--- src/rtl/hvpss_pkg.sv ---
package hvpss_pkg;

  localparam int unsigned QUEUE_DEPTH      = 2;

  localparam int unsigned PRE_TICKS        = 8;
  localparam int unsigned PULL_IN_TICKS    = 6;
  localparam int unsigned AVG_SAMPLES      = 10;
  localparam int unsigned FAIL_HOLD_TICKS  = 10;
  localparam int unsigned ZERO_WAIT_TICKS  = 5;
  localparam int unsigned STOP_DELAY_TICKS = 2;

  localparam int unsigned VOLT_W      = 12;
  localparam int unsigned CUR_W       = 12;
  localparam int unsigned SUM_W       = 16;
  localparam int unsigned TICK_W      = 7;
  localparam int unsigned DUTY_W      = 4;
  localparam int unsigned MSG_W       = 5;
  localparam int unsigned LIMIT_W     = 7;
  localparam int unsigned CFG_IDX_W   = 3;
  localparam int unsigned CFG_DATA_W  = 12;
  localparam int unsigned MSG_SLOTS   = 3;
  localparam int unsigned MSG_CNT_W   = 2;

  localparam logic [TICK_W-1:0] TICK_MAX = '1;

  // sum / AVG_SAMPLES as multiply by rounded-up reciprocal and shift
  localparam int unsigned DIV_SHIFT  = 21;
  localparam int unsigned DIV_MULT_W = 22;
  localparam int unsigned PROD_W     = SUM_W + DIV_MULT_W;
  localparam logic [DIV_MULT_W-1:0] DIV_MULT =
    DIV_MULT_W'((2**DIV_SHIFT + AVG_SAMPLES - 1) / AVG_SAMPLES);

  localparam logic [CFG_IDX_W-1:0] CFG_MIN_BUS_VOLTS  = 3'd0;
  localparam logic [CFG_IDX_W-1:0] CFG_PRE_RISE_VOLTS = 3'd1;
  localparam logic [CFG_IDX_W-1:0] CFG_SETTLE_DELTA   = 3'd2;
  localparam logic [CFG_IDX_W-1:0] CFG_SETTLE_LIMIT   = 3'd3;
  localparam logic [CFG_IDX_W-1:0] CFG_PULL_IN_DUTY   = 3'd4;
  localparam logic [CFG_IDX_W-1:0] CFG_HOLD_DUTY      = 3'd5;

  localparam logic [VOLT_W-1:0]  RST_MIN_BUS_VOLTS  = 12'd2200;
  localparam logic [VOLT_W-1:0]  RST_PRE_RISE_VOLTS = 12'd600;
  localparam logic [VOLT_W-1:0]  RST_SETTLE_DELTA   = 12'd50;
  localparam logic [LIMIT_W-1:0] RST_SETTLE_LIMIT   = 7'd60;
  localparam logic [DUTY_W-1:0]  RST_PULL_IN_DUTY   = 4'd10;
  localparam logic [DUTY_W-1:0]  RST_HOLD_DUTY      = 4'd4;

  localparam logic [MSG_W-1:0] MSG_NONE         = 5'd0;
  localparam logic [MSG_W-1:0] MSG_WAVE_OFF     = 5'd0;
  localparam logic [MSG_W-1:0] MSG_CHECK_OIL    = 5'd1;
  localparam logic [MSG_W-1:0] MSG_ZERO_VOLTS   = 5'd2;
  localparam logic [MSG_W-1:0] MSG_PRECHARGE    = 5'd3;
  localparam logic [MSG_W-1:0] MSG_HV_ON        = 5'd4;
  localparam logic [MSG_W-1:0] MSG_ZERO_AMPS    = 5'd5;
  localparam logic [MSG_W-1:0] MSG_ZERO_THROT   = 5'd8;
  localparam logic [MSG_W-1:0] MSG_WAVE_ON      = 5'd9;
  localparam logic [MSG_W-1:0] MSG_OIL_FAULT    = 5'd11;
  localparam logic [MSG_W-1:0] MSG_READY        = 5'd13;
  localparam logic [MSG_W-1:0] MSG_OIL_OFF      = 5'd16;
  localparam logic [MSG_W-1:0] MSG_HV_OFF       = 5'd17;
  localparam logic [MSG_W-1:0] MSG_BLANK        = 5'd19;
  localparam logic [MSG_W-1:0] MSG_PRE_PRE_FAIL = 5'd20;
  localparam logic [MSG_W-1:0] MSG_PRE_FAIL     = 5'd21;

  typedef enum logic [1:0] {
    MODE_TICK  = 2'd0,
    MODE_START = 2'd1,
    MODE_STOP  = 2'd2,
    MODE_FAULT = 2'd3
  } mode_t;

  typedef enum logic [2:0] {
    PH_IDLE,
    PH_PRE,
    PH_SETTLE,
    PH_PULLIN,
    PH_ZERO,
    PH_ANNOUNCE,
    PH_FAILHOLD,
    PH_STOPWAIT
  } phase_t;

  typedef enum logic [1:0] {
    ST_STOPPED = 2'd0,
    ST_RUNNING = 2'd1,
    ST_FAULTED = 2'd2
  } status_t;

  typedef enum logic {
    SQ_EXEC,
    SQ_POST
  } sq_state_t;

  typedef struct packed {
    mode_t             kind;
    logic [VOLT_W-1:0] volts;
    logic [CUR_W-1:0]  current;
    logic              oil_ok;
  } item_t;

  typedef struct packed {
    status_t                          status;
    logic                             busy;
    logic                             relay;
    logic [DUTY_W-1:0]                duty;
    logic                             pwm;
    logic [VOLT_W-1:0]                volt_zero;
    logic [CUR_W-1:0]                 current_zero;
    logic [MSG_CNT_W-1:0]             msg_count;
    logic [MSG_SLOTS-1:0][MSG_W-1:0]  msg_codes;
  } rec_t;

endpackage

--- src/rtl/hvpss_front.sv ---
module hvpss_front #(
  parameter int unsigned DEPTH = hvpss_pkg::QUEUE_DEPTH
) (
  input  logic                          clk,
  input  logic                          rst_n,
  input  logic                          in_valid,
  output logic                          in_ready,
  input  logic [1:0]                    in_mode,
  input  logic [hvpss_pkg::VOLT_W-1:0]  in_bus_volts,
  input  logic [hvpss_pkg::CUR_W-1:0]   in_bus_current,
  input  logic                          in_oil_switch_ok,
  output logic                          q_valid,
  input  logic                          q_ready,
  output hvpss_pkg::item_t              q_item
);

  localparam int unsigned PTR_W = (DEPTH > 1) ? $clog2(DEPTH) : 1;
  localparam int unsigned CNT_W = $clog2(DEPTH + 1);

  hvpss_pkg::item_t   slot_r [DEPTH];
  hvpss_pkg::item_t   item_in;
  logic [PTR_W-1:0]   wr_ptr_r, wr_ptr_nxt;
  logic [PTR_W-1:0]   rd_ptr_r, rd_ptr_nxt;
  logic [CNT_W-1:0]   count_r, count_nxt;
  logic               push, pop;

  // classify the command
  always_comb begin
    unique case (in_mode)
      hvpss_pkg::MODE_TICK:  item_in.kind = hvpss_pkg::MODE_TICK;
      hvpss_pkg::MODE_START: item_in.kind = hvpss_pkg::MODE_START;
      hvpss_pkg::MODE_STOP:  item_in.kind = hvpss_pkg::MODE_STOP;
      default:               item_in.kind = hvpss_pkg::MODE_FAULT;
    endcase
    item_in.volts   = in_bus_volts;
    item_in.current = in_bus_current;
    item_in.oil_ok  = in_oil_switch_ok;
  end

  assign in_ready = (count_r != CNT_W'(DEPTH));
  assign q_valid  = (count_r != '0);
  assign q_item   = slot_r[rd_ptr_r];
  assign push     = in_valid && in_ready;
  assign pop      = q_valid && q_ready;

  always_comb begin
    wr_ptr_nxt = wr_ptr_r;
    rd_ptr_nxt = rd_ptr_r;
    count_nxt  = count_r;
    if (push) begin
      wr_ptr_nxt = (wr_ptr_r == PTR_W'(DEPTH - 1)) ? '0 : wr_ptr_r + 1'b1;
    end
    if (pop) begin
      rd_ptr_nxt = (rd_ptr_r == PTR_W'(DEPTH - 1)) ? '0 : rd_ptr_r + 1'b1;
    end
    if (push && !pop) begin
      count_nxt = count_r + 1'b1;
    end else if (pop && !push) begin
      count_nxt = count_r - 1'b1;
    end
  end

  always_ff @(posedge clk) begin
    if (!rst_n) begin
      wr_ptr_r <= '0;
      rd_ptr_r <= '0;
      count_r  <= '0;
    end else begin
      wr_ptr_r <= wr_ptr_nxt;
      rd_ptr_r <= rd_ptr_nxt;
      count_r  <= count_nxt;
    end
  end

  always_ff @(posedge clk) begin
    if (push) begin
      slot_r[wr_ptr_r] <= item_in;
    end
  end

endmodule

--- src/rtl/hvpss_seq.sv ---
module hvpss_seq (
  input  logic                              clk,
  input  logic                              rst_n,
  input  logic                              cfg_we,
  input  logic [hvpss_pkg::CFG_IDX_W-1:0]   cfg_index,
  input  logic [hvpss_pkg::CFG_DATA_W-1:0]  cfg_wdata,
  input  logic                              item_valid,
  output logic                              item_ready,
  input  hvpss_pkg::item_t                  item,
  output logic                              rec_valid,
  input  logic                              rec_ready,
  output hvpss_pkg::rec_t                   rec
);

  localparam int unsigned VW = hvpss_pkg::VOLT_W;
  localparam int unsigned TW = hvpss_pkg::TICK_W;

  // configuration
  logic [VW-1:0]                    min_bus_r, pre_rise_r, settle_delta_r;
  logic [hvpss_pkg::LIMIT_W-1:0]    settle_limit_r;
  logic [hvpss_pkg::DUTY_W-1:0]     pull_in_duty_r, hold_duty_r;

  // sequence state
  hvpss_pkg::sq_state_t             sq_r, sq_nxt;
  hvpss_pkg::phase_t                phase_r, phase_nxt;
  hvpss_pkg::status_t               status_r, status_nxt;
  logic [TW-1:0]                    tick_r, tick_nxt, tick_inc;
  logic                             charged_r, charged_nxt;
  logic [VW-1:0]                    ref_volts_r, ref_volts_nxt;
  logic [VW-1:0]                    prev_volts_r, prev_volts_nxt;
  logic [hvpss_pkg::SUM_W-1:0]      sum_r, sum_nxt;
  logic [VW-1:0]                    volt_zero_r, volt_zero_nxt;
  logic [hvpss_pkg::CUR_W-1:0]      cur_zero_r, cur_zero_nxt;
  logic [hvpss_pkg::DUTY_W-1:0]     duty_r, duty_nxt;
  logic                             relay_r, relay_nxt;
  logic                             pwm_r, pwm_nxt;

  logic [hvpss_pkg::MSG_SLOTS-1:0][hvpss_pkg::MSG_W-1:0] msg_r, msg_nxt;
  logic [hvpss_pkg::MSG_CNT_W-1:0]  msg_cnt_r, msg_cnt_nxt;
  logic                             div_pend_r, div_pend_nxt;

  logic                             take;
  logic signed [VW:0]               rise, step;
  logic [hvpss_pkg::PROD_W-1:0]     prod;
  logic [hvpss_pkg::CUR_W-1:0]      quot;

  assign item_ready = (sq_r == hvpss_pkg::SQ_EXEC);
  assign take       = item_valid && item_ready;
  assign tick_inc   = tick_r + 1'b1;
  assign rise       = $signed({1'b0, item.volts}) - $signed({1'b0, ref_volts_r});
  assign step       = $signed({1'b0, item.volts}) - $signed({1'b0, prev_volts_r});

  assign prod = hvpss_pkg::PROD_W'(sum_r) * hvpss_pkg::PROD_W'(hvpss_pkg::DIV_MULT);
  assign quot = prod[hvpss_pkg::DIV_SHIFT +: hvpss_pkg::CUR_W];

  always_ff @(posedge clk) begin
    if (!rst_n) begin
      min_bus_r      <= hvpss_pkg::RST_MIN_BUS_VOLTS;
      pre_rise_r     <= hvpss_pkg::RST_PRE_RISE_VOLTS;
      settle_delta_r <= hvpss_pkg::RST_SETTLE_DELTA;
      settle_limit_r <= hvpss_pkg::RST_SETTLE_LIMIT;
      pull_in_duty_r <= hvpss_pkg::RST_PULL_IN_DUTY;
      hold_duty_r    <= hvpss_pkg::RST_HOLD_DUTY;
    end else if (cfg_we) begin
      unique case (cfg_index)
        hvpss_pkg::CFG_MIN_BUS_VOLTS:  min_bus_r      <= cfg_wdata;
        hvpss_pkg::CFG_PRE_RISE_VOLTS: pre_rise_r     <= cfg_wdata;
        hvpss_pkg::CFG_SETTLE_DELTA:   settle_delta_r <= cfg_wdata;
        hvpss_pkg::CFG_SETTLE_LIMIT:   settle_limit_r <= cfg_wdata[hvpss_pkg::LIMIT_W-1:0];
        hvpss_pkg::CFG_PULL_IN_DUTY:   pull_in_duty_r <= cfg_wdata[hvpss_pkg::DUTY_W-1:0];
        hvpss_pkg::CFG_HOLD_DUTY:      hold_duty_r    <= cfg_wdata[hvpss_pkg::DUTY_W-1:0];
        default: ;
      endcase
    end
  end

  always_comb begin
    sq_nxt         = sq_r;
    phase_nxt      = phase_r;
    status_nxt     = status_r;
    tick_nxt       = tick_r;
    charged_nxt    = charged_r;
    ref_volts_nxt  = ref_volts_r;
    prev_volts_nxt = prev_volts_r;
    sum_nxt        = sum_r;
    volt_zero_nxt  = volt_zero_r;
    cur_zero_nxt   = cur_zero_r;
    duty_nxt       = duty_r;
    relay_nxt      = relay_r;
    pwm_nxt        = pwm_r;
    msg_nxt        = msg_r;
    msg_cnt_nxt    = msg_cnt_r;
    div_pend_nxt   = div_pend_r;
    rec_valid      = 1'b0;

    rec.status       = status_r;
    rec.busy         = (phase_r != hvpss_pkg::PH_IDLE);
    rec.relay        = relay_r;
    rec.duty         = duty_r;
    rec.pwm          = pwm_r;
    rec.volt_zero    = volt_zero_r;
    rec.current_zero = div_pend_r ? quot : cur_zero_r;
    rec.msg_count    = msg_cnt_r;
    rec.msg_codes    = msg_r;

    unique case (sq_r)
      hvpss_pkg::SQ_EXEC: begin
        if (take) begin
          sq_nxt       = hvpss_pkg::SQ_POST;
          msg_cnt_nxt  = '0;
          msg_nxt      = '0;
          div_pend_nxt = 1'b0;
          unique case (item.kind)
            hvpss_pkg::MODE_TICK: begin
              unique case (phase_r)
                hvpss_pkg::PH_PRE: begin
                  tick_nxt = tick_inc;
                  if (tick_inc >= TW'(hvpss_pkg::PRE_TICKS)) begin
                    tick_nxt = '0;
                    if (rise > $signed({1'b0, pre_rise_r})) begin
                      phase_nxt      = hvpss_pkg::PH_SETTLE;
                      prev_volts_nxt = item.volts;
                    end else begin
                      relay_nxt   = 1'b0;
                      duty_nxt    = '0;
                      status_nxt  = hvpss_pkg::ST_FAULTED;
                      msg_nxt[0]  = hvpss_pkg::MSG_PRE_PRE_FAIL;
                      msg_cnt_nxt = 2'd1;
                      phase_nxt   = hvpss_pkg::PH_FAILHOLD;
                    end
                  end
                end
                hvpss_pkg::PH_SETTLE: begin
                  if (item.volts > min_bus_r && step < $signed({1'b0, settle_delta_r})) begin
                    msg_nxt[0]  = hvpss_pkg::MSG_HV_ON;
                    msg_cnt_nxt = 2'd1;
                    duty_nxt    = pull_in_duty_r;
                    phase_nxt   = hvpss_pkg::PH_PULLIN;
                    tick_nxt    = '0;
                  end else if (tick_r > settle_limit_r || tick_r == hvpss_pkg::TICK_MAX) begin
                    relay_nxt   = 1'b0;
                    duty_nxt    = '0;
                    status_nxt  = hvpss_pkg::ST_FAULTED;
                    msg_nxt[0]  = hvpss_pkg::MSG_PRE_FAIL;
                    msg_cnt_nxt = 2'd1;
                    phase_nxt   = hvpss_pkg::PH_FAILHOLD;
                    tick_nxt    = '0;
                  end else begin
                    tick_nxt       = tick_inc;
                    prev_volts_nxt = item.volts;
                  end
                end
                hvpss_pkg::PH_PULLIN: begin
                  tick_nxt = tick_inc;
                  if (tick_inc >= TW'(hvpss_pkg::PULL_IN_TICKS)) begin
                    duty_nxt    = hold_duty_r;
                    charged_nxt = 1'b1;
                    relay_nxt   = 1'b1;
                    msg_nxt[0]  = hvpss_pkg::MSG_ZERO_AMPS;
                    msg_cnt_nxt = 2'd1;
                    phase_nxt   = hvpss_pkg::PH_ZERO;
                    tick_nxt    = '0;
                    sum_nxt     = '0;
                  end
                end
                hvpss_pkg::PH_ZERO: begin
                  tick_nxt = tick_inc;
                  if (tick_inc > TW'(hvpss_pkg::ZERO_WAIT_TICKS)) begin
                    sum_nxt = sum_r + hvpss_pkg::SUM_W'(item.current);
                    if (tick_inc >= TW'(hvpss_pkg::ZERO_WAIT_TICKS + hvpss_pkg::AVG_SAMPLES))
                    begin
                      div_pend_nxt = 1'b1;
                      msg_nxt[0]   = hvpss_pkg::MSG_ZERO_THROT;
                      msg_nxt[1]   = hvpss_pkg::MSG_WAVE_ON;
                      msg_cnt_nxt  = 2'd2;
                      status_nxt   = hvpss_pkg::ST_RUNNING;
                      pwm_nxt      = 1'b1;
                      phase_nxt    = hvpss_pkg::PH_ANNOUNCE;
                      tick_nxt     = '0;
                    end
                  end
                end
                hvpss_pkg::PH_ANNOUNCE: begin
                  msg_nxt[0]  = hvpss_pkg::MSG_READY;
                  msg_nxt[1]  = hvpss_pkg::MSG_BLANK;
                  msg_cnt_nxt = 2'd2;
                  phase_nxt   = hvpss_pkg::PH_IDLE;
                  tick_nxt    = '0;
                end
                hvpss_pkg::PH_FAILHOLD: begin
                  tick_nxt = tick_inc;
                  if (tick_inc >= TW'(hvpss_pkg::FAIL_HOLD_TICKS)) begin
                    msg_nxt[0]  = hvpss_pkg::MSG_BLANK;
                    msg_cnt_nxt = 2'd1;
                    phase_nxt   = hvpss_pkg::PH_IDLE;
                    tick_nxt    = '0;
                  end
                end
                hvpss_pkg::PH_STOPWAIT: begin
                  tick_nxt = tick_inc;
                  if (tick_inc >= TW'(hvpss_pkg::STOP_DELAY_TICKS)) begin
                    duty_nxt    = '0;
                    charged_nxt = 1'b0;
                    relay_nxt   = 1'b0;
                    msg_nxt[0]  = hvpss_pkg::MSG_HV_OFF;
                    msg_nxt[1]  = hvpss_pkg::MSG_BLANK;
                    msg_cnt_nxt = 2'd2;
                    phase_nxt   = hvpss_pkg::PH_IDLE;
                    tick_nxt    = '0;
                  end
                end
                default: ;
              endcase
            end
            hvpss_pkg::MODE_START: begin
              if (phase_r == hvpss_pkg::PH_IDLE) begin
                if (charged_r) begin
                  status_nxt  = hvpss_pkg::ST_RUNNING;
                  pwm_nxt     = 1'b1;
                  msg_nxt[0]  = hvpss_pkg::MSG_READY;
                  msg_nxt[1]  = hvpss_pkg::MSG_BLANK;
                  msg_cnt_nxt = 2'd2;
                end else if (item.oil_ok) begin
                  status_nxt    = hvpss_pkg::ST_FAULTED;
                  msg_nxt[0]    = hvpss_pkg::MSG_CHECK_OIL;
                  msg_nxt[1]    = hvpss_pkg::MSG_ZERO_VOLTS;
                  msg_nxt[2]    = hvpss_pkg::MSG_PRECHARGE;
                  msg_cnt_nxt   = 2'd3;
                  volt_zero_nxt = item.volts;
                  ref_volts_nxt = item.volts;
                  relay_nxt     = 1'b1;
                  phase_nxt     = hvpss_pkg::PH_PRE;
                  tick_nxt      = '0;
                end else begin
                  status_nxt  = hvpss_pkg::ST_FAULTED;
                  msg_nxt[0]  = hvpss_pkg::MSG_CHECK_OIL;
                  msg_nxt[1]  = hvpss_pkg::MSG_OIL_FAULT;
                  msg_cnt_nxt = 2'd2;
                  phase_nxt   = hvpss_pkg::PH_FAILHOLD;
                  tick_nxt    = '0;
                end
              end
            end
            hvpss_pkg::MODE_STOP: begin
              if (phase_r != hvpss_pkg::PH_STOPWAIT) begin
                msg_nxt[0]  = hvpss_pkg::MSG_WAVE_OFF;
                msg_nxt[1]  = hvpss_pkg::MSG_OIL_OFF;
                msg_cnt_nxt = 2'd2;
                status_nxt  = hvpss_pkg::ST_STOPPED;
                pwm_nxt     = 1'b0;
                phase_nxt   = hvpss_pkg::PH_STOPWAIT;
                tick_nxt    = '0;
              end
            end
            hvpss_pkg::MODE_FAULT: begin
              status_nxt = hvpss_pkg::ST_FAULTED;
              pwm_nxt    = 1'b0;
            end
            default: ;
          endcase
        end
      end
      hvpss_pkg::SQ_POST: begin
        rec_valid = 1'b1;
        if (rec_ready) begin
          sq_nxt = hvpss_pkg::SQ_EXEC;
          if (div_pend_r) begin
            cur_zero_nxt = quot;
          end
          div_pend_nxt = 1'b0;
        end
      end
      default: ;
    endcase
  end

  always_ff @(posedge clk) begin
    if (!rst_n) begin
      sq_r         <= hvpss_pkg::SQ_EXEC;
      phase_r      <= hvpss_pkg::PH_IDLE;
      status_r     <= hvpss_pkg::ST_STOPPED;
      tick_r       <= '0;
      charged_r    <= 1'b0;
      ref_volts_r  <= '0;
      prev_volts_r <= '0;
      sum_r        <= '0;
      volt_zero_r  <= '0;
      cur_zero_r   <= '0;
      duty_r       <= '0;
      relay_r      <= 1'b0;
      pwm_r        <= 1'b0;
      msg_cnt_r    <= '0;
      div_pend_r   <= 1'b0;
    end else begin
      sq_r         <= sq_nxt;
      phase_r      <= phase_nxt;
      status_r     <= status_nxt;
      tick_r       <= tick_nxt;
      charged_r    <= charged_nxt;
      ref_volts_r  <= ref_volts_nxt;
      prev_volts_r <= prev_volts_nxt;
      sum_r        <= sum_nxt;
      volt_zero_r  <= volt_zero_nxt;
      cur_zero_r   <= cur_zero_nxt;
      duty_r       <= duty_nxt;
      relay_r      <= relay_nxt;
      pwm_r        <= pwm_nxt;
      msg_cnt_r    <= msg_cnt_nxt;
      div_pend_r   <= div_pend_nxt;
    end
  end

  always_ff @(posedge clk) begin
    msg_r <= msg_nxt;
  end

endmodule

--- src/rtl/hvpss_emit.sv ---
module hvpss_emit (
  input  logic                              clk,
  input  logic                              rst_n,
  input  logic                              rec_valid,
  output logic                              rec_ready,
  input  hvpss_pkg::rec_t                   rec,
  output logic                              out_valid,
  input  logic                              out_ready,
  output logic [1:0]                        out_run_status,
  output logic                              out_busy_res,
  output logic [hvpss_pkg::MSG_W-1:0]       out_message_code,
  output logic                              out_message_valid,
  output logic                              out_precharge_on,
  output logic [hvpss_pkg::DUTY_W-1:0]      out_contactor_duty,
  output logic                              out_pwm_enable,
  output logic [hvpss_pkg::VOLT_W-1:0]      out_volt_zero,
  output logic [hvpss_pkg::CUR_W-1:0]       out_current_zero,
  output logic                              out_last
);

  hvpss_pkg::rec_t                  rec_r;
  logic                             rec_valid_r, rec_valid_nxt;
  logic [hvpss_pkg::MSG_CNT_W-1:0]  idx_r, idx_nxt, last_idx;
  logic                             out_valid_r, out_valid_nxt;
  logic                             load, beat_last, has_msg;

  logic [1:0]                       status_r;
  logic                             busy_r, mvalid_r, relay_r, pwm_r, last_r;
  logic [hvpss_pkg::MSG_W-1:0]      code_r;
  logic [hvpss_pkg::DUTY_W-1:0]     duty_r;
  logic [hvpss_pkg::VOLT_W-1:0]     vz_r;
  logic [hvpss_pkg::CUR_W-1:0]      cz_r;

  assign rec_ready = !rec_valid_r;
  assign has_msg   = (rec_r.msg_count != '0);
  assign last_idx  = has_msg ? rec_r.msg_count - 1'b1 : '0;
  assign beat_last = (idx_r == last_idx);
  assign load      = rec_valid_r && (!out_valid_r || out_ready);

  always_comb begin
    rec_valid_nxt = rec_valid_r;
    idx_nxt       = idx_r;
    out_valid_nxt = out_valid_r;
    if (load) begin
      out_valid_nxt = 1'b1;
      if (beat_last) begin
        rec_valid_nxt = 1'b0;
        idx_nxt       = '0;
      end else begin
        idx_nxt = idx_r + 1'b1;
      end
    end else if (out_ready) begin
      out_valid_nxt = 1'b0;
    end
    if (rec_valid && rec_ready) begin
      rec_valid_nxt = 1'b1;
    end
  end

  always_ff @(posedge clk) begin
    if (!rst_n) begin
      rec_valid_r <= 1'b0;
      idx_r       <= '0;
      out_valid_r <= 1'b0;
    end else begin
      rec_valid_r <= rec_valid_nxt;
      idx_r       <= idx_nxt;
      out_valid_r <= out_valid_nxt;
    end
  end

  always_ff @(posedge clk) begin
    if (rec_valid && rec_ready) begin
      rec_r <= rec;
    end
    if (load) begin
      status_r <= rec_r.status;
      busy_r   <= rec_r.busy;
      code_r   <= has_msg ? rec_r.msg_codes[idx_r] : hvpss_pkg::MSG_NONE;
      mvalid_r <= has_msg;
      relay_r  <= rec_r.relay;
      duty_r   <= rec_r.duty;
      pwm_r    <= rec_r.pwm;
      vz_r     <= rec_r.volt_zero;
      cz_r     <= rec_r.current_zero;
      last_r   <= beat_last;
    end
  end

  assign out_valid          = out_valid_r;
  assign out_run_status     = status_r;
  assign out_busy_res       = busy_r;
  assign out_message_code   = code_r;
  assign out_message_valid  = mvalid_r;
  assign out_precharge_on   = relay_r;
  assign out_contactor_duty = duty_r;
  assign out_pwm_enable     = pwm_r;
  assign out_volt_zero      = vz_r;
  assign out_current_zero   = cz_r;
  assign out_last           = last_r;

endmodule

--- src/rtl/hv_precharge_start_sequencer_top.sv ---
// channel   dir  handshake            payload
// in_       in   in_valid/in_ready    mode, bus_volts, bus_current, oil_switch_ok
// out_      out  out_valid/out_ready  run_status .. current_zero, last (1-3 beats/item)
// cfg_      in   cfg_we               cfg_index, cfg_wdata (no wait, no read-back)
//
// an item waits in the input queue, then the sequencer handles it in its exec
// state (state update) and its post state (zero-current multiply and hand-off,
// held until the record is taken), taking no new item meanwhile; the output
// stage sends 1-3 beats and frees its record in the cycle after the last beat
// is loaded; with the queue empty a first beat passes queue, exec, post, record
// reset is synchronous; config registers reset to their default values
// the queue keeps accepting until full while results stall at the output register
module hv_precharge_start_sequencer_top #(
  parameter int unsigned QUEUE_DEPTH = hvpss_pkg::QUEUE_DEPTH
) (
  input  logic                              clk,
  input  logic                              rst_n,
  input  logic                              in_valid,
  output logic                              in_ready,
  input  logic [1:0]                        in_mode,
  input  logic [hvpss_pkg::VOLT_W-1:0]      in_bus_volts,
  input  logic [hvpss_pkg::CUR_W-1:0]       in_bus_current,
  input  logic                              in_oil_switch_ok,
  output logic                              out_valid,
  input  logic                              out_ready,
  output logic [1:0]                        out_run_status,
  output logic                              out_busy_res,
  output logic [hvpss_pkg::MSG_W-1:0]       out_message_code,
  output logic                              out_message_valid,
  output logic                              out_precharge_on,
  output logic [hvpss_pkg::DUTY_W-1:0]      out_contactor_duty,
  output logic                              out_pwm_enable,
  output logic [hvpss_pkg::VOLT_W-1:0]      out_volt_zero,
  output logic [hvpss_pkg::CUR_W-1:0]       out_current_zero,
  output logic                              out_last,
  input  logic                              cfg_we,
  input  logic [hvpss_pkg::CFG_IDX_W-1:0]   cfg_index,
  input  logic [hvpss_pkg::CFG_DATA_W-1:0]  cfg_wdata
);

  logic              q_valid, q_ready;
  hvpss_pkg::item_t  q_item;
  logic              rec_valid, rec_ready;
  hvpss_pkg::rec_t   rec;

  hvpss_front #(
    .DEPTH (QUEUE_DEPTH)
  ) u_front (
    .clk              (clk),
    .rst_n            (rst_n),
    .in_valid         (in_valid),
    .in_ready         (in_ready),
    .in_mode          (in_mode),
    .in_bus_volts     (in_bus_volts),
    .in_bus_current   (in_bus_current),
    .in_oil_switch_ok (in_oil_switch_ok),
    .q_valid          (q_valid),
    .q_ready          (q_ready),
    .q_item           (q_item)
  );

  hvpss_seq u_seq (
    .clk        (clk),
    .rst_n      (rst_n),
    .cfg_we     (cfg_we),
    .cfg_index  (cfg_index),
    .cfg_wdata  (cfg_wdata),
    .item_valid (q_valid),
    .item_ready (q_ready),
    .item       (q_item),
    .rec_valid  (rec_valid),
    .rec_ready  (rec_ready),
    .rec        (rec)
  );

  hvpss_emit u_emit (
    .clk                (clk),
    .rst_n              (rst_n),
    .rec_valid          (rec_valid),
    .rec_ready          (rec_ready),
    .rec                (rec),
    .out_valid          (out_valid),
    .out_ready          (out_ready),
    .out_run_status     (out_run_status),
    .out_busy_res       (out_busy_res),
    .out_message_code   (out_message_code),
    .out_message_valid  (out_message_valid),
    .out_precharge_on   (out_precharge_on),
    .out_contactor_duty (out_contactor_duty),
    .out_pwm_enable     (out_pwm_enable),
    .out_volt_zero      (out_volt_zero),
    .out_current_zero   (out_current_zero),
    .out_last           (out_last)
  );

  // a result without a message is the only beat of its item
  a_no_msg_single: assert property (@(posedge clk) disable iff (!rst_n)
    out_valid && !out_message_valid |-> out_last)
    else $error("message-less result not marked last");

  a_no_msg_code: assert property (@(posedge clk) disable iff (!rst_n)
    out_valid && !out_message_valid |-> out_message_code == hvpss_pkg::MSG_NONE)
    else $error("message code set without message valid");

  // inverter waveform only runs in running status
  a_pwm_running: assert property (@(posedge clk) disable iff (!rst_n)
    out_valid && out_pwm_enable |-> out_run_status == hvpss_pkg::ST_RUNNING)
    else $error("pwm enabled outside running status");

  a_rec_hold: assert property (@(posedge clk) disable iff (!rst_n)
    rec_valid && !rec_ready |=> rec_valid && $stable(rec))
    else $error("sequencer record changed while stalled");

endmodule

--- config.mk ---
export PLATFORM = sky130hd
export DESIGN_NAME = hv_precharge_start_sequencer_top
export DESIGN_NICKNAME = d
export VERILOG_FILES = /design/src/rtl/hvpss_pkg.sv /design/src/rtl/hvpss_front.sv /design/src/rtl/hvpss_seq.sv /design/src/rtl/hvpss_emit.sv /design/src/rtl/hv_precharge_start_sequencer_top.sv
export SDC_FILE = /design/constraint.sdc
export NUM_CORES = 1
export LEC_CHECK = 0
export ABC_AREA = 1
export BUFFER_PORTS_ARGS = -buffer_cell sky130_fd_sc_hd__buf_4
export CAP_MARGIN = 10
export CORE_MARGIN = 4
export CORE_UTILIZATION = 61
export CTS_CLUSTER_SIZE = 10
export DETAILED_ROUTE_END_ITERATION = 8
export PLACE_DENSITY_LB_ADDON = 0.08
export SYNTH_ARGS = -nofsm -noshare
export SYNTH_HDL_FRONTEND = slang
export SYNTH_SLANG_ARGS = --single-unit
--- constraint.sdc ---
create_clock -name clk -period 5.8 [get_ports clk]
set_clock_uncertainty 0.1 [all_clocks]
set_input_delay 0.29 -clock clk [delete_from_list [all_inputs] [get_ports clk]]
set_output_delay 0.29 -clock clk [all_outputs]
set_load 0.02 [all_outputs]
==> metrics.txt <==
DRC 0; fin crit share 95.5%; Reg power frac 35.6%; ys async rst share 0%; die height 182 um; I/O Buffers 88; main combinational cell family by area after synthesis adder cells; CP endpoint kind register; Worst-path clk slew 0.06 ns; max-slew violations 0; commonest non-fill, non-tap cells in the layout inv_1, nand2_1, ha_1, a21oi_1, edfxtp_1; std cell rows 63; GRT overflow 0; Synth Area in Adders 23.5%; Die ar. 33100 um^2; register-to-register setup slack 0.26 ns; Pleak 9.78 nW; Crit path required time 5.91 ns; Synth Area in Simple Gates 14.3%; Reg-to-Reg End u_emit.rec_r[27]$_DFFE_PP_; Skew-Pair Late Insertion Delay 0.53 ns; power density cells 367 nW/um^2; Sw Ratio 37.8%; initial core utilization 62.0%; outcome completed; Final Non-Filler Cells 2604; H-tree Lvls 2; Least-Margin Pin Slew 0.934 ns; Worst EP arrival 5.65 ns; mux contribution to synthesized area 1.45%; Cell variety after synth 64; NetSw 2.93 mW; CTS tree built; Ports 89; Area after DPL 19600 um^2; GRT Util Overall 27.4%; via count 14.4k; Fin. Hold Viols 0; Worst Setup SP u_seq.sum_r[8]$_SDFFE_PN0P_; synthesized area 18500 um^2; n_diodes 0; clock sinks 284; maxcap violations 0; most common cell after layout, fill and taps aside inv_1; Worst R2R Path Depth 21; DR iter-0 viols 1025; hold crit path type in2reg; XOR/XNOR share of the synthesized area 2.18%; yosys synthesis warning count 0; synthesized instance count 2037; sequential area share after synthesis 38.8%; GP Congestion 0.956; worst reg2reg startpoint u_seq.sum_r[8]$_SDFFE_PN0P_; setup TNS 0 ns; CTS Buf Count 36; worst setup path end u_emit.rec_r[27]$_DFFE_PP_; crit-path max FO 6; CTS Buffer Depth 3; final setup vio count 0; Comb power frac 38.0%; dominant synthesized flop cell edfxtp_1; fin nets 2532; relative slew slack 37.1%; layout cells sized above 1 10.6%; final WL 45500 um; syn_nets 2381; Antenna Violating Nets Remaining 0; crit path time final 5.54 ns; RSZ-0062 raised after global routing yes; Critical Setup Path Class reg2reg; internal power 4.82 mW; Yosys reg bits 284; core area 29800 um^2; DR WL/cell 17.5 um; Worst setup SP type register; fillcell total 2341; largest net degree at the start of global routing 90; Avg Cell Area, Syn 9.07 um^2; Core Util, Final 70.9%; P&R area growth vs syn 14.4%; first-pass GRT wire length 73400 um; dpl cells 2500; Peak VDD IR 0.000323 V; vias per inst 5.54; Post-synth EDFFs 149; PnR Total Power 7.75 mW; Clk pwr share 26.3%; detailed-router iteration count before antenna repair 5; DP HPWL 34700 um; number of global-route vias before repair 14.2k; Max Freq 0.181 GHz; complex-gate fraction of the synthesized area 11.4%; cell area after layout 21100 um^2; Clock Tree Root clkbuf_16; initial antenna violation count 0; Die Wd 182 um
## sequential cells by signal, indices dropped and copies added (netlist names), 10 cells and up, named ones only
signal,cells
u_seq.min_bus_r,12
u_seq.cur_zero_r,12
u_emit.out_current_zero,12
u_front.slot_r,54
u_emit.rec_r,45
u_seq.prev_volts_r,12
u_seq.pre_rise_r,12
u_seq.settle_delta_r,12
u_seq.rec,10
u_emit.out_volt_zero,12
u_seq.sum_r,16
u_seq.ref_volts_r,12
## power by group through the flow
| stage | logic [mW] | clock network [mW] | registers (mW) |
|---|---|---|---|
| floorplan | 2.00 | 0 | 2.83 |
| global placement | 2.79 | 0 | 2.77 |
| detailed placement | 2.87 | 0 | 2.79 |
| CTS | 2.92 | 2.07 | 2.76 |
| global route | 3.30 | 2.17 | 2.79 |
| finish | 2.95 | 2.04 | 2.76 |
## Yosys cell counts (2+ instances only)
| master | instances | area [um^2] |
|---|---|---|
| nand3_1 | 65 | 325 |
| dfxtp_1 | 135 | 2700 |
| nand4_1 | 20 | 125 |
| nor3_1 | 25 | 125 |
| o21ai_1 | 9 | 45.0 |
| nand3_2 | 6 | 60.1 |
| a21oi_1 | 174 | 871 |
| o21ai_0 | 130 | 651 |
| fa_1 | 84 | 1680 |
| nor2_2 | 5 | 31.3 |
| or2_2 | 7 | 43.8 |
| o22ai_1 | 2 | 12.5 |
| o21ai_2 | 4 | 35.0 |
| nor3b_1 | 3 | 22.5 |
| o21a_1 | 4 | 30.0 |
| mux2_2 | 22 | 248 |
| clkinv_1 | 2 | 7.51 |
| clkbuf_1 | 21 | 78.8 |
| nor2_1 | 128 | 480 |
| o2111ai_1 | 2 | 17.5 |
| xnor2_1 | 19 | 166 |
| nor3_2 | 2 | 20.0 |
| buf_6 | 2 | 22.5 |
| nand2_1 | 330 | 1240 |
| a31oi_1 | 12 | 75.1 |
| inv_2 | 5 | 18.8 |
| buf_2 | 6 | 30.0 |
| o211ai_1 | 19 | 143 |
| o21bai_1 | 2 | 15.0 |
| o211a_1 | 3 | 30.0 |
| nand2_2 | 5 | 31.3 |
| nand4_2 | 2 | 25.0 |
| o31ai_1 | 2 | 15.0 |
| mux2i_1 | 2 | 20.0 |
| inv_1 | 354 | 1330 |
| xor2_1 | 22 | 193 |
| nand2_4 | 2 | 22.5 |
| buf_1 | 7 | 26.3 |
| a211oi_1 | 2 | 15.0 |
| edfxtp_1 | 149 | 4470 |
| ha_1 | 213 | 2670 |
| a21o_1 | 7 | 52.6 |
## through the flow
stage                     worst slack, ns  hold slack (ns)
after detailed placement            0.151            0.305
after floorplan                     0.508            0.289
after global routing             -0.00721           0.0491
final                               0.260           0.0276
after CTS                           0.122          0.00843
after global placement              0.265            0.301
## how the worst min path moves through the flow
| stage | startpoint | to | slack, ns | depth (start not counted) |
|---|---|---|---|---|
| after floorplan | in_oil_switch_ok | u_front.slot_r[0][0]$_DFFE_PP_ | 0.29 | 0 |
| after CTS | cfg_wdata[1] | u_seq.settle_delta_r[1]$_SDFFE_PN1P_ | 0.008 | 3 |
| after global routing | cfg_wdata[1] | u_seq.settle_delta_r[1]$_SDFFE_PN1P_ | 0.05 | 3 |
| final | cfg_wdata[1] | u_seq.settle_delta_r[1]$_SDFFE_PN1P_ | 0.03 | 3 |
| after global placement | u_emit.rec_r[20]$_DFFE_PP_ | u_emit.out_current_zero[3]$_DFFE_PP_ | 0.30 | 0 |
| after detailed placement | u_seq.rec[4]$_DFFE_PP_ | u_emit.rec_r[4]$_DFFE_PP_ | 0.30 | 0 |
## layout make-up
type	instances	area (um^2)	share of cell area [%]
multi-input cells	1354	9810	46.4
inverters	362	1360	6.44
repair buffers	150	1230	5.80
clock inverters	9	73.8	0.349
flip-flops and latches	284	7180	34.0
well taps	390	488	2.31
clock buffers	55	992	4.70
## critical path, stage by stage, from the launching register on
cell	delay (ns)
dfxtp_2	0.40
ha_2	0.33
fa_1	0.54
inv_1	0.06
fa_1	0.51
fa_1	0.55
inv_1	0.06
fa_1	0.54
inv_1	0.06
fa_1	0.53
inv_1	0.04
ha_1	0.36
nand2_1	0.11
inv_1	0.10
nand2_1	0.06
nor3_1	0.19
nand4_1	0.15
nand3_2	0.15
nand3_1	0.08
nand2_1	0.08
xor2_1	0.13
o21ai_0	0.11
## what timing repair did
action / 4_1_cts / 5_1_grt
setup endpoints to repair: 0 / 14
endpoints found under the hold margin: 82 / 0
gates resized for setup: 0 / 8
setup buffers: 0 / 0
hold buffers: 40 / 0
## cells by family after synthesis
family	after synthesis
AND/OR/NAND/NOR	608
flip-flops	284
AO/OA/AOI/OAI	382
multiplexers	24
adder cells (fa/ha/maj)	297
XOR/XNOR	43
buffers and inverters	399
## layer usage
| metal | wire [um] | track usage, % | share of wire, % |
|---|---|---|---|
| met5 | 0 | 0 | 0 |
| met4 | 794 | 5.37 | 1.7 |
| met3 | 2830 | 3.85 | 6.2 |
| met2 | 20800 | 44.8 | 46 |
| met1 | 21000 | 39.7 | 46 |
Note: power is estimated with default switching activity, not from simulation.
